## src/rtl/toeq_pkg.sv

```systemverilog
// ----------------------------------------------------------------------------
// Time-ordered event queue: shared types and constants
// Table sizing, field widths, command and status codes used by every module.
// ----------------------------------------------------------------------------
package toeq_pkg;

  localparam int TABLE_DEPTH = 16;
  localparam int IDX_W       = $clog2(TABLE_DEPTH);
  localparam int CNT_W       = $clog2(TABLE_DEPTH + 1);

  localparam int KIND_W   = 2;
  localparam int TIME_W   = 32;
  localparam int TARGET_W = 16;
  localparam int TYPE_W   = 16;
  localparam int STATUS_W = 2;
  localparam int POS_W    = 4;

  localparam int CMDQ_DEPTH = 2;
  localparam int QPTR_W     = $clog2(CMDQ_DEPTH);
  localparam int QCNT_W     = $clog2(CMDQ_DEPTH + 1);

  // Request kinds as they arrive on the input channel.
  localparam logic [KIND_W-1:0] KIND_FRONT  = 2'd0;
  localparam logic [KIND_W-1:0] KIND_BACK   = 2'd1;
  localparam logic [KIND_W-1:0] KIND_SORTED = 2'd2;
  localparam logic [KIND_W-1:0] KIND_LIST   = 2'd3;

  typedef enum logic [1:0] {
    OP_FRONT  = 2'd0,
    OP_BACK   = 2'd1,
    OP_SORTED = 2'd2,
    OP_LIST   = 2'd3
  } op_t;

  typedef enum logic [STATUS_W-1:0] {
    ST_INSERTED = 2'd0,
    ST_FULL     = 2'd1,
    ST_LISTED   = 2'd2,
    ST_EMPTY    = 2'd3
  } status_t;

  typedef struct packed {
    op_t                 op;
    logic                is_insert;
    logic [TIME_W-1:0]   ev_time;
    logic [TARGET_W-1:0] ev_target;
    logic [TYPE_W-1:0]   ev_type;
  } cmd_t;

  function automatic op_t kind_to_op(input logic [KIND_W-1:0] k);
    op_t op;
    case (k)
      KIND_FRONT:  op = OP_FRONT;
      KIND_BACK:   op = OP_BACK;
      KIND_SORTED: op = OP_SORTED;
      KIND_LIST:   op = OP_LIST;
      default:     op = OP_LIST;
    endcase
    return op;
  endfunction

endpackage

```

## src/rtl/toeq_front.sv

```systemverilog
// ----------------------------------------------------------------------------
// Time-ordered event queue: request front end
// Registers each incoming transaction and classifies it into a command.
// ----------------------------------------------------------------------------
module toeq_front (
  input  logic                          clk,
  input  logic                          rst,
  input  logic                          in_valid,
  output logic                          in_stall,
  input  logic [toeq_pkg::KIND_W-1:0]   kind,
  input  logic [toeq_pkg::TIME_W-1:0]   event_time,
  input  logic [toeq_pkg::TARGET_W-1:0] event_target,
  input  logic [toeq_pkg::TYPE_W-1:0]   event_type,
  output logic                          cmd_valid,
  input  logic                          cmd_ready,
  output toeq_pkg::cmd_t                cmd
);
  import toeq_pkg::*;

  logic hold_valid;
  cmd_t hold_cmd;
  logic load;

  assign in_stall  = hold_valid && !cmd_ready;
  assign load      = in_valid && !in_stall;
  assign cmd_valid = hold_valid;
  assign cmd       = hold_cmd;

  always_ff @(posedge clk) begin
    if (rst) begin
      hold_valid <= 1'b0;
    end else if (load) begin
      hold_valid <= 1'b1;
    end else if (cmd_ready) begin
      hold_valid <= 1'b0;
    end
  end

  always_ff @(posedge clk) begin
    if (load) begin
      hold_cmd.op        <= kind_to_op(kind);
      hold_cmd.is_insert <= (kind != KIND_LIST);
      hold_cmd.ev_time   <= event_time;
      hold_cmd.ev_target <= event_target;
      hold_cmd.ev_type   <= event_type;
    end
  end

endmodule

```

## src/rtl/toeq_cmd_fifo.sv

```systemverilog
// ----------------------------------------------------------------------------
// Time-ordered event queue: command queue
// Short first-in first-out queue that decouples the front end from the table.
// ----------------------------------------------------------------------------
module toeq_cmd_fifo (
  input  logic           clk,
  input  logic           rst,
  input  logic           push_valid,
  output logic           push_ready,
  input  toeq_pkg::cmd_t push_cmd,
  output logic           pop_valid,
  input  logic           pop,
  output toeq_pkg::cmd_t pop_cmd
);
  import toeq_pkg::*;

  cmd_t              mem [CMDQ_DEPTH];
  logic [QPTR_W-1:0] wr_ptr;
  logic [QPTR_W-1:0] rd_ptr;
  logic [QCNT_W-1:0] fill;
  logic              do_push;
  logic              do_pop;

  assign push_ready = (fill != QCNT_W'(CMDQ_DEPTH));
  assign pop_valid  = (fill != '0);
  assign pop_cmd    = mem[rd_ptr];
  assign do_push    = push_valid && push_ready;
  assign do_pop     = pop && pop_valid;

  function automatic logic [QPTR_W-1:0] ptr_inc(input logic [QPTR_W-1:0] p);
    logic [QPTR_W-1:0] r;
    if (p == QPTR_W'(CMDQ_DEPTH - 1)) begin
      r = '0;
    end else begin
      r = p + 1'b1;
    end
    return r;
  endfunction

  always_ff @(posedge clk) begin
    if (rst) begin
      wr_ptr <= '0;
      rd_ptr <= '0;
      fill   <= '0;
    end else begin
      if (do_push) begin
        wr_ptr <= ptr_inc(wr_ptr);
      end
      if (do_pop) begin
        rd_ptr <= ptr_inc(rd_ptr);
      end
      if (do_push && !do_pop) begin
        fill <= fill + 1'b1;
      end else if (do_pop && !do_push) begin
        fill <= fill - 1'b1;
      end
    end
  end

  always_ff @(posedge clk) begin
    if (do_push) begin
      mem[wr_ptr] <= push_cmd;
    end
  end

endmodule

```

## src/rtl/toeq_back.sv

```systemverilog
// ----------------------------------------------------------------------------
// Time-ordered event queue: table and result engine
// Holds the event table as a row of shifting cells, carries out inserts and
// streams list results through the output register.
// ----------------------------------------------------------------------------
module toeq_back (
  input  logic                            clk,
  input  logic                            rst,
  input  logic                            cmd_valid,
  input  toeq_pkg::cmd_t                  cmd,
  output logic                            cmd_pop,
  output logic                            out_valid,
  input  logic                            out_stall,
  output logic [toeq_pkg::STATUS_W-1:0]   status,
  output logic [toeq_pkg::TIME_W-1:0]     out_time,
  output logic [toeq_pkg::TARGET_W-1:0]   out_target,
  output logic [toeq_pkg::TYPE_W-1:0]     out_type,
  output logic [toeq_pkg::POS_W-1:0]      out_position,
  output logic                            last
);
  import toeq_pkg::*;

  typedef enum logic [1:0] {
    S_IDLE = 2'b01,
    S_LIST = 2'b10
  } state_t;

  logic [TIME_W-1:0]   slot_time   [TABLE_DEPTH];
  logic [TARGET_W-1:0] slot_target [TABLE_DEPTH];
  logic [TYPE_W-1:0]   slot_type   [TABLE_DEPTH];
  logic [CNT_W-1:0]    count;
  logic [IDX_W-1:0]    list_idx;
  logic [IDX_W-1:0]    list_idx_next;
  state_t              state;
  state_t              state_next;

  logic                can_emit;
  logic                take;
  logic                is_full;
  logic                do_insert;
  logic [IDX_W-1:0]    ins_pos;
  logic [IDX_W-1:0]    sort_pos;
  logic [TABLE_DEPTH-1:0] not_less;

  logic                emit;
  status_t             e_status;
  logic [TIME_W-1:0]   e_time;
  logic [TARGET_W-1:0] e_target;
  logic [TYPE_W-1:0]   e_type;
  logic [POS_W-1:0]    e_pos;
  logic                e_last;

  assign can_emit  = !out_valid || !out_stall;
  assign take      = (state == S_IDLE) && cmd_valid && can_emit;
  assign cmd_pop   = take;
  assign is_full   = (count == CNT_W'(TABLE_DEPTH));
  assign do_insert = take && cmd.is_insert && !is_full;

  // Stored entries after the head whose time is not below the new one.
  always_comb begin
    for (int i = 0; i < TABLE_DEPTH; i++) begin
      not_less[i] = (i != 0) && (CNT_W'(i) < count) && (slot_time[i] >= cmd.ev_time);
    end
  end

  // First qualifying entry wins; with none the event goes to the back.
  always_comb begin
    sort_pos = IDX_W'(count);
    for (int i = TABLE_DEPTH - 1; i > 0; i--) begin
      if (not_less[i]) begin
        sort_pos = IDX_W'(i);
      end
    end
  end

  always_comb begin
    case (cmd.op)
      OP_FRONT:  ins_pos = '0;
      OP_BACK:   ins_pos = IDX_W'(count);
      OP_SORTED: begin
        if (count == '0 || cmd.ev_time < slot_time[0]) begin
          ins_pos = '0;
        end else begin
          ins_pos = sort_pos;
        end
      end
      default:   ins_pos = '0;
    endcase
  end

  always_comb begin
    emit          = 1'b0;
    e_status      = ST_INSERTED;
    e_time        = '0;
    e_target      = '0;
    e_type        = '0;
    e_pos         = '0;
    e_last        = 1'b1;
    state_next    = state;
    list_idx_next = list_idx;
    case (state)
      S_LIST: begin
        if (can_emit) begin
          emit     = 1'b1;
          e_status = ST_LISTED;
          e_time   = slot_time[list_idx];
          e_target = slot_target[list_idx];
          e_type   = slot_type[list_idx];
          e_pos    = POS_W'(list_idx);
          e_last   = (CNT_W'(list_idx) + 1'b1 == count);
          if (e_last) begin
            state_next = S_IDLE;
          end else begin
            list_idx_next = list_idx + 1'b1;
          end
        end
      end
      S_IDLE: begin
        if (take) begin
          emit = 1'b1;
          if (cmd.op == OP_LIST) begin
            if (count == '0) begin
              e_status = ST_EMPTY;
            end else begin
              e_status = ST_LISTED;
              e_time   = slot_time[0];
              e_target = slot_target[0];
              e_type   = slot_type[0];
              e_last   = (count == CNT_W'(1));
              if (!e_last) begin
                state_next    = S_LIST;
                list_idx_next = IDX_W'(1);
              end
            end
          end else if (is_full) begin
            e_status = ST_FULL;
          end else begin
            e_status = ST_INSERTED;
          end
        end
      end
      default: begin
        state_next = S_IDLE;
      end
    endcase
  end

  always_ff @(posedge clk) begin
    if (rst) begin
      state     <= S_IDLE;
      list_idx  <= '0;
      count     <= '0;
      out_valid <= 1'b0;
    end else begin
      state    <= state_next;
      list_idx <= list_idx_next;
      if (do_insert) begin
        count <= count + 1'b1;
      end
      if (emit) begin
        out_valid <= 1'b1;
      end else if (!out_stall) begin
        out_valid <= 1'b0;
      end
    end
  end

  // Entries from the insert position up to the fill level move one place on.
  always_ff @(posedge clk) begin
    if (do_insert) begin
      for (int i = 0; i < TABLE_DEPTH; i++) begin
        if (IDX_W'(i) == ins_pos) begin
          slot_time[i]   <= cmd.ev_time;
          slot_target[i] <= cmd.ev_target;
          slot_type[i]   <= cmd.ev_type;
        end else if (i != 0 && IDX_W'(i) > ins_pos && CNT_W'(i) <= count) begin
          slot_time[i]   <= slot_time[(i == 0) ? 0 : i - 1];
          slot_target[i] <= slot_target[(i == 0) ? 0 : i - 1];
          slot_type[i]   <= slot_type[(i == 0) ? 0 : i - 1];
        end
      end
    end
  end

  always_ff @(posedge clk) begin
    if (emit) begin
      status       <= e_status;
      out_time     <= e_time;
      out_target   <= e_target;
      out_type     <= e_type;
      out_position <= e_pos;
      last         <= e_last;
    end
  end

`ifndef NO_ASSERTIONS
  a_count_bound: assert property (@(posedge clk) disable iff (rst)
    count <= CNT_W'(TABLE_DEPTH))
    else $error("entry count exceeds table depth");

  a_list_index: assert property (@(posedge clk) disable iff (rst)
    (state == S_LIST) |-> (list_idx != '0 && CNT_W'(list_idx) < count))
    else $error("list index outside the stored entries");

  a_count_step: assert property (@(posedge clk) disable iff (rst)
    (!$past(rst) && count != $past(count)) |-> (count == CNT_W'($past(count) + 1'b1)))
    else $error("entry count moved by other than one insert");

  a_list_frozen: assert property (@(posedge clk) disable iff (rst)
    (!$past(rst) && state == S_LIST) |-> (count == $past(count)))
    else $error("table changed while a list was streaming");
`endif

endmodule

```

## src/rtl/time_ordered_event_queue_top.sv

```systemverilog
// ----------------------------------------------------------------------------
// Time-ordered event queue
// Bounded event table with front, back and time-ordered insertion and a
// streaming list request.
// ----------------------------------------------------------------------------
//  Channel  Handshake            Payload
//  input    in_valid / in_stall  kind, event_time, event_target, event_type
//  output   out_valid/ out_stall status, out_time, out_target, out_type,
//                                out_position, last
//
// An insert is carried out by the table engine and gives one transaction; a
// list request gives one transaction per stored entry, or one empty status,
// one a cycle while the output is not stalled, and occupies the engine till done.
// A request reaches its result through the front register, the two-entry
// command queue and the output register.
// Synchronous reset empties the table; entries are not cleared.
// A stall on the output holds the engine; the queue and the front register
// absorb three commands before the input stalls.
// ----------------------------------------------------------------------------
module time_ordered_event_queue_top (
  input  logic                          clk,
  input  logic                          rst,
  input  logic                          in_valid,
  output logic                          in_stall,
  input  logic [toeq_pkg::KIND_W-1:0]   kind,
  input  logic [toeq_pkg::TIME_W-1:0]   event_time,
  input  logic [toeq_pkg::TARGET_W-1:0] event_target,
  input  logic [toeq_pkg::TYPE_W-1:0]   event_type,
  output logic                          out_valid,
  input  logic                          out_stall,
  output logic [toeq_pkg::STATUS_W-1:0] status,
  output logic [toeq_pkg::TIME_W-1:0]   out_time,
  output logic [toeq_pkg::TARGET_W-1:0] out_target,
  output logic [toeq_pkg::TYPE_W-1:0]   out_type,
  output logic [toeq_pkg::POS_W-1:0]    out_position,
  output logic                          last
);
  import toeq_pkg::*;

  cmd_t front_cmd;
  logic front_valid;
  logic queue_ready;
  cmd_t queue_cmd;
  logic queue_valid;
  logic queue_pop;

  toeq_front u_front (
    .clk          (clk),
    .rst          (rst),
    .in_valid     (in_valid),
    .in_stall     (in_stall),
    .kind         (kind),
    .event_time   (event_time),
    .event_target (event_target),
    .event_type   (event_type),
    .cmd_valid    (front_valid),
    .cmd_ready    (queue_ready),
    .cmd          (front_cmd)
  );

  toeq_cmd_fifo u_queue (
    .clk        (clk),
    .rst        (rst),
    .push_valid (front_valid),
    .push_ready (queue_ready),
    .push_cmd   (front_cmd),
    .pop_valid  (queue_valid),
    .pop        (queue_pop),
    .pop_cmd    (queue_cmd)
  );

  toeq_back u_back (
    .clk          (clk),
    .rst          (rst),
    .cmd_valid    (queue_valid),
    .cmd          (queue_cmd),
    .cmd_pop      (queue_pop),
    .out_valid    (out_valid),
    .out_stall    (out_stall),
    .status       (status),
    .out_time     (out_time),
    .out_target   (out_target),
    .out_type     (out_type),
    .out_position (out_position),
    .last         (last)
  );

endmodule

```

## config.mk

```make
export PLATFORM = sky130hd
export DESIGN_NAME = time_ordered_event_queue_top
export DESIGN_NICKNAME = d
export VERILOG_FILES = /design/src/rtl/toeq_pkg.sv /design/src/rtl/toeq_front.sv /design/src/rtl/toeq_cmd_fifo.sv /design/src/rtl/toeq_back.sv /design/src/rtl/time_ordered_event_queue_top.sv
export SDC_FILE = /design/constraint.sdc
export NUM_CORES = 2
export LEC_CHECK = 0
export ABC_AREA = 0
export BUFFER_PORTS_ARGS = -buffer_cell sky130_fd_sc_hd__buf_2
export CAP_MARGIN = 40
export CORE_MARGIN = 3
export CORE_UTILIZATION = 45
export DETAILED_ROUTE_END_ITERATION = 7
export REMOVE_ABC_BUFFERS = 1
export SLEW_MARGIN = 10
export SYNTH_ARGS = -nofsm -noshare
export SYNTH_HDL_FRONTEND = slang
export SYNTH_SLANG_ARGS = --single-unit
```

## constraint.sdc

```tcl
create_clock -name clk -period 12.15 [get_ports clk]
set_input_delay 1.8225 -clock clk [delete_from_list [all_inputs] [get_ports clk]]
set_output_delay 1.8225 -clock clk [all_outputs]
set_load 0.1 [all_outputs]
```

==> impl_metrics.ini <==
[floorplanning]
initial_core_util = 0.4542
row_cnt = 147
design.core.area_um2 = 160900
boundaryPins = 143
fp.dieH_um = 409.0
die_area_um2 = 167300
die_w_um = 409.0

[yosys]
yosys.area_share.adder = 0.08918
syn_area_um2 = 73100
yosysTopAreaCell = sky130_fd_sc_hd__edfxtp_1
synth-seq-cells = 1318
yosys.area_share.xor_xnor = 0.001677
synth-compound-area-share = 0.05640
synthesis.area_per_instance_um2 = 15.74
ys_seq_area_frac = 0.5384
synth-async-reset-ratio = 0
yosysTopAreaCellShare = 0.5324
synth.top_cells.by_area = sky130_fd_sc_hd__edfxtp_1 (53%), sky130_fd_sc_hd__mux2_2 (12%), sky130_fd_sc_hd__mux4_2 (9.9%)
synth.lib_cells_used.distinct = 99
synth.most_common_cell = sky130_fd_sc_hd__edfxtp_1
synth_top_family_by_area = multiplexers
syn_inst = 4643
synthFlopType = sky130_fd_sc_hd__edfxtp_1
ys_top_cells_by_count = sky130_fd_sc_hd__edfxtp_1 (1296), sky130_fd_sc_hd__mux2_2 (785), sky130_fd_sc_hd__ha_1 (521)
synth_edf_count = 1296
ys.warnings.count = 0
share_of_synthesized_area_spent_on_multiplexers = 0.2563
synth_simple_gate_area_frac = 0.03293

[global_route]
globalRouteTotalUtil = 0.2838
grt_overflow = 0
first_pass_grt_wire_length_um = 341400
grt_max_degree = 50
via_count_of_the_first_global_routing_pass = 45222
grt_antenna_before_repair = 6

[run]
drv_cap = 0

[timing]
post-route-worst-setup-slack_ns = 3.231
fin_crit_ns = 8.919
grt_setup_unrepaired = false
report.final.hold_viol_count = 0
timing.max_slew.rel_slack = 0.3035
fin_hold_ws_ns = 0.4175
finClkSkew_ns = 0.05176
post-route-period-util = 0.7341
worst_pin_slew_ns = 1.045
fin_setup_tns_ns = 0
number_of_failing_setup_endpoints_in_the_final_timing_report = 0
clock.fmax_ghz = 0.1121
pins_over_their_slew_limit = 0

[finish]
num-fill-cells = 13356
layout-drive-gt1-share = 0.3362
area_growth_pct = 11.85
stdcell_area_um2 = 81760
seqCellArea_um2 = 39380
multi_input_comb_area_um2 = 32190
nets = 5384
post_layout_nonfiller_instances = 7081
final_core_util = 0.5081

[setup_path]
timing_worst_setup_path_type = register to register
crit_chain = buf_4, mux2_2, inv_1, ha_1, and4_1, a221oi_1, o211ai_1, o21ai_0, nand4bb_1, or3_4, o211ai_1, nor3_2, a221oi_4, buf_4, a21o_4, buf_4
critPathMaxFanout = 35
worstSetupStartpointType = register
worst_ep_required_time_ns = 12.59
worst_path_most_repeated_cell = sky130_fd_sc_hd__buf_4
worst_path_largest_cell_delay_ns = 0.87
critical_path_arrival_ns = 9.36
critical-path-slowest-cell = sky130_fd_sc_hd__dfxtp_4
setup.worst_path.end_class = register

[routing]
final_antenna_net_count = 0
detailed_route_via_count = 45653
route.detailed.drc = 0
drt-wirelength-per-cell_um = 33.92
initialDrtViolationCount = 5309
1st_pass_router_iterations = 5
vias_per_cell = 6.447
routed_wirelength_um = 240200

[cts]
cts_htree_levels = 4
cts.path.max_buffers = 3
cts_resized = 0
cts_tree = done
holdBufCountCts = 0
post_cts_buffers = 0
cts_sinks = 1318
worstSkewPairLatency_ns = 0.82
clk_pin_slew_ns = 0.06
cts-buffers-inserted = 151
clk_root_buffer_cell = sky130_fd_sc_hd__clkbuf_16

[placed_design]
dpl-instance-area_um2 = 76750
preCtsSetupSlack_ns = 3.266
place.detailed.instances = 6798
place.detailed.hpwl_um = 158200
io_buffers = 142
place_congestion = 0.9503

[power]
report.power.total_mw = 14.41
static-leakage-power_nw = 28.49
power_per_cell_area_nw_per_um2 = 176.2
vdd_drop_max_mv = 0.1890

[worst_hold_path]
worstHoldPathType = register to register

[status]
run_status = finished, final reports clean
[cell families (layout without fill, tap and decap cells)]
group	count (synthesis)	after routing
DFF	1318	1318
muxes	1348	1348
other	0	2
and+or+nand+nor	468	468
adders and majority gates	521	521
AOI/OAI and AO/OA	592	592
buffers and inverters	382	658
xor gates and xnor gates	14	14
[worst max-delay path: cells and delay by family, from the launching register on]
kind            cells  cell delay, ns
flops               1            0.87
mux                 1            0.56
compound gates      6            2.84
simple gates        4            1.21
buf+inv             4            2.53
fa+ha+maj           1            0.36
[path summary, 6_finish.rpt]
check                                                 end  slack (ns)  cells past startpoint            start
worst max-delay path            u_back.slot_target[14][0]        3.23                     16         register
worst min-delay path                   u_queue.mem[1][36]        0.42                      0  u_front.cmd[36]
worst max register to register  u_back.slot_target[14][0]        3.23                     16         register
worst min register to register         u_queue.mem[1][36]        0.42                      0  u_front.cmd[36]
[power breakdown]
| part | switching (mW) | internal, mW |
|---|---|---|
| registers | 0.166 | 5.49 |
| clock network | 2.00 | 2.65 |
| logic | 2.60 | 1.51 |
[state kept, by name, indices dropped and copies added (netlist names), 4 cells and up, named ones only]
| name | count |
|---|---|
| u_back.slot_time | 512 |
| u_back.slot_target | 256 |
| u_back.slot_type | 256 |
| u_queue.mem | 134 |
| u_front.cmd | 67 |
| u_back.out_time | 32 |
| u_back.out_target | 16 |
| u_back.out_type | 16 |
| u_back.count | 5 |
| u_back.list_idx | 4 |
| u_back.out_position | 4 |
[cells in the final DEF (no fill, tap or decap), types with 23 or more instances in the layout]
cell type and instances:
sky130_fd_sc_hd__nand3_1 42, sky130_fd_sc_hd__edfxtp_1 1296, sky130_fd_sc_hd__o21ai_0 105, sky130_fd_sc_hd__mux4_2 320, sky130_fd_sc_hd__nand4_1 53, sky130_fd_sc_hd__a21oi_1 168, sky130_fd_sc_hd__a211oi_1 25, sky130_fd_sc_hd__mux2_2 785
sky130_fd_sc_hd__buf_2 150, sky130_fd_sc_hd__clkbuf_1 26, sky130_fd_sc_hd__a22o_1 63, sky130_fd_sc_hd__inv_1 109, sky130_fd_sc_hd__nor3_1 23, sky130_fd_sc_hd__mux2_1 207, sky130_fd_sc_hd__nor2_1 89, sky130_fd_sc_hd__clkbuf_16 152
sky130_fd_sc_hd__nand2_1 134, sky130_fd_sc_hd__clkinv_2 26, sky130_fd_sc_hd__clkinv_1 35, sky130_fd_sc_hd__ha_1 521, sky130_fd_sc_hd__buf_4 88, sky130_fd_sc_hd__a21o_1 47, sky130_fd_sc_hd__mux2i_1 36
[layout make-up]
type                       count  area share
sequential                  1318      0.4816
tap                         2160     0.03305
antenna                        2  0.00006121
multi-input combinational   2943      0.3937
clock inverter               100     0.01319
clock buffer                 179     0.04788
timing repair buffer         270     0.02551
inverter                     109    0.005004
[per-layer routing]
layer  vias to the layer above  track usage  routed length (µm)  part of all wire
met5                         -            0                   0                 0
met2                      1991       0.4420              110400              0.46
li1                      19224            -                   -                 -
met3                       335      0.05070               17240             0.072
met4                         0      0.07994                6865             0.029
met1                     24103       0.4084              105600              0.44
No activity file was read; power rests on OpenSTA's default activity.
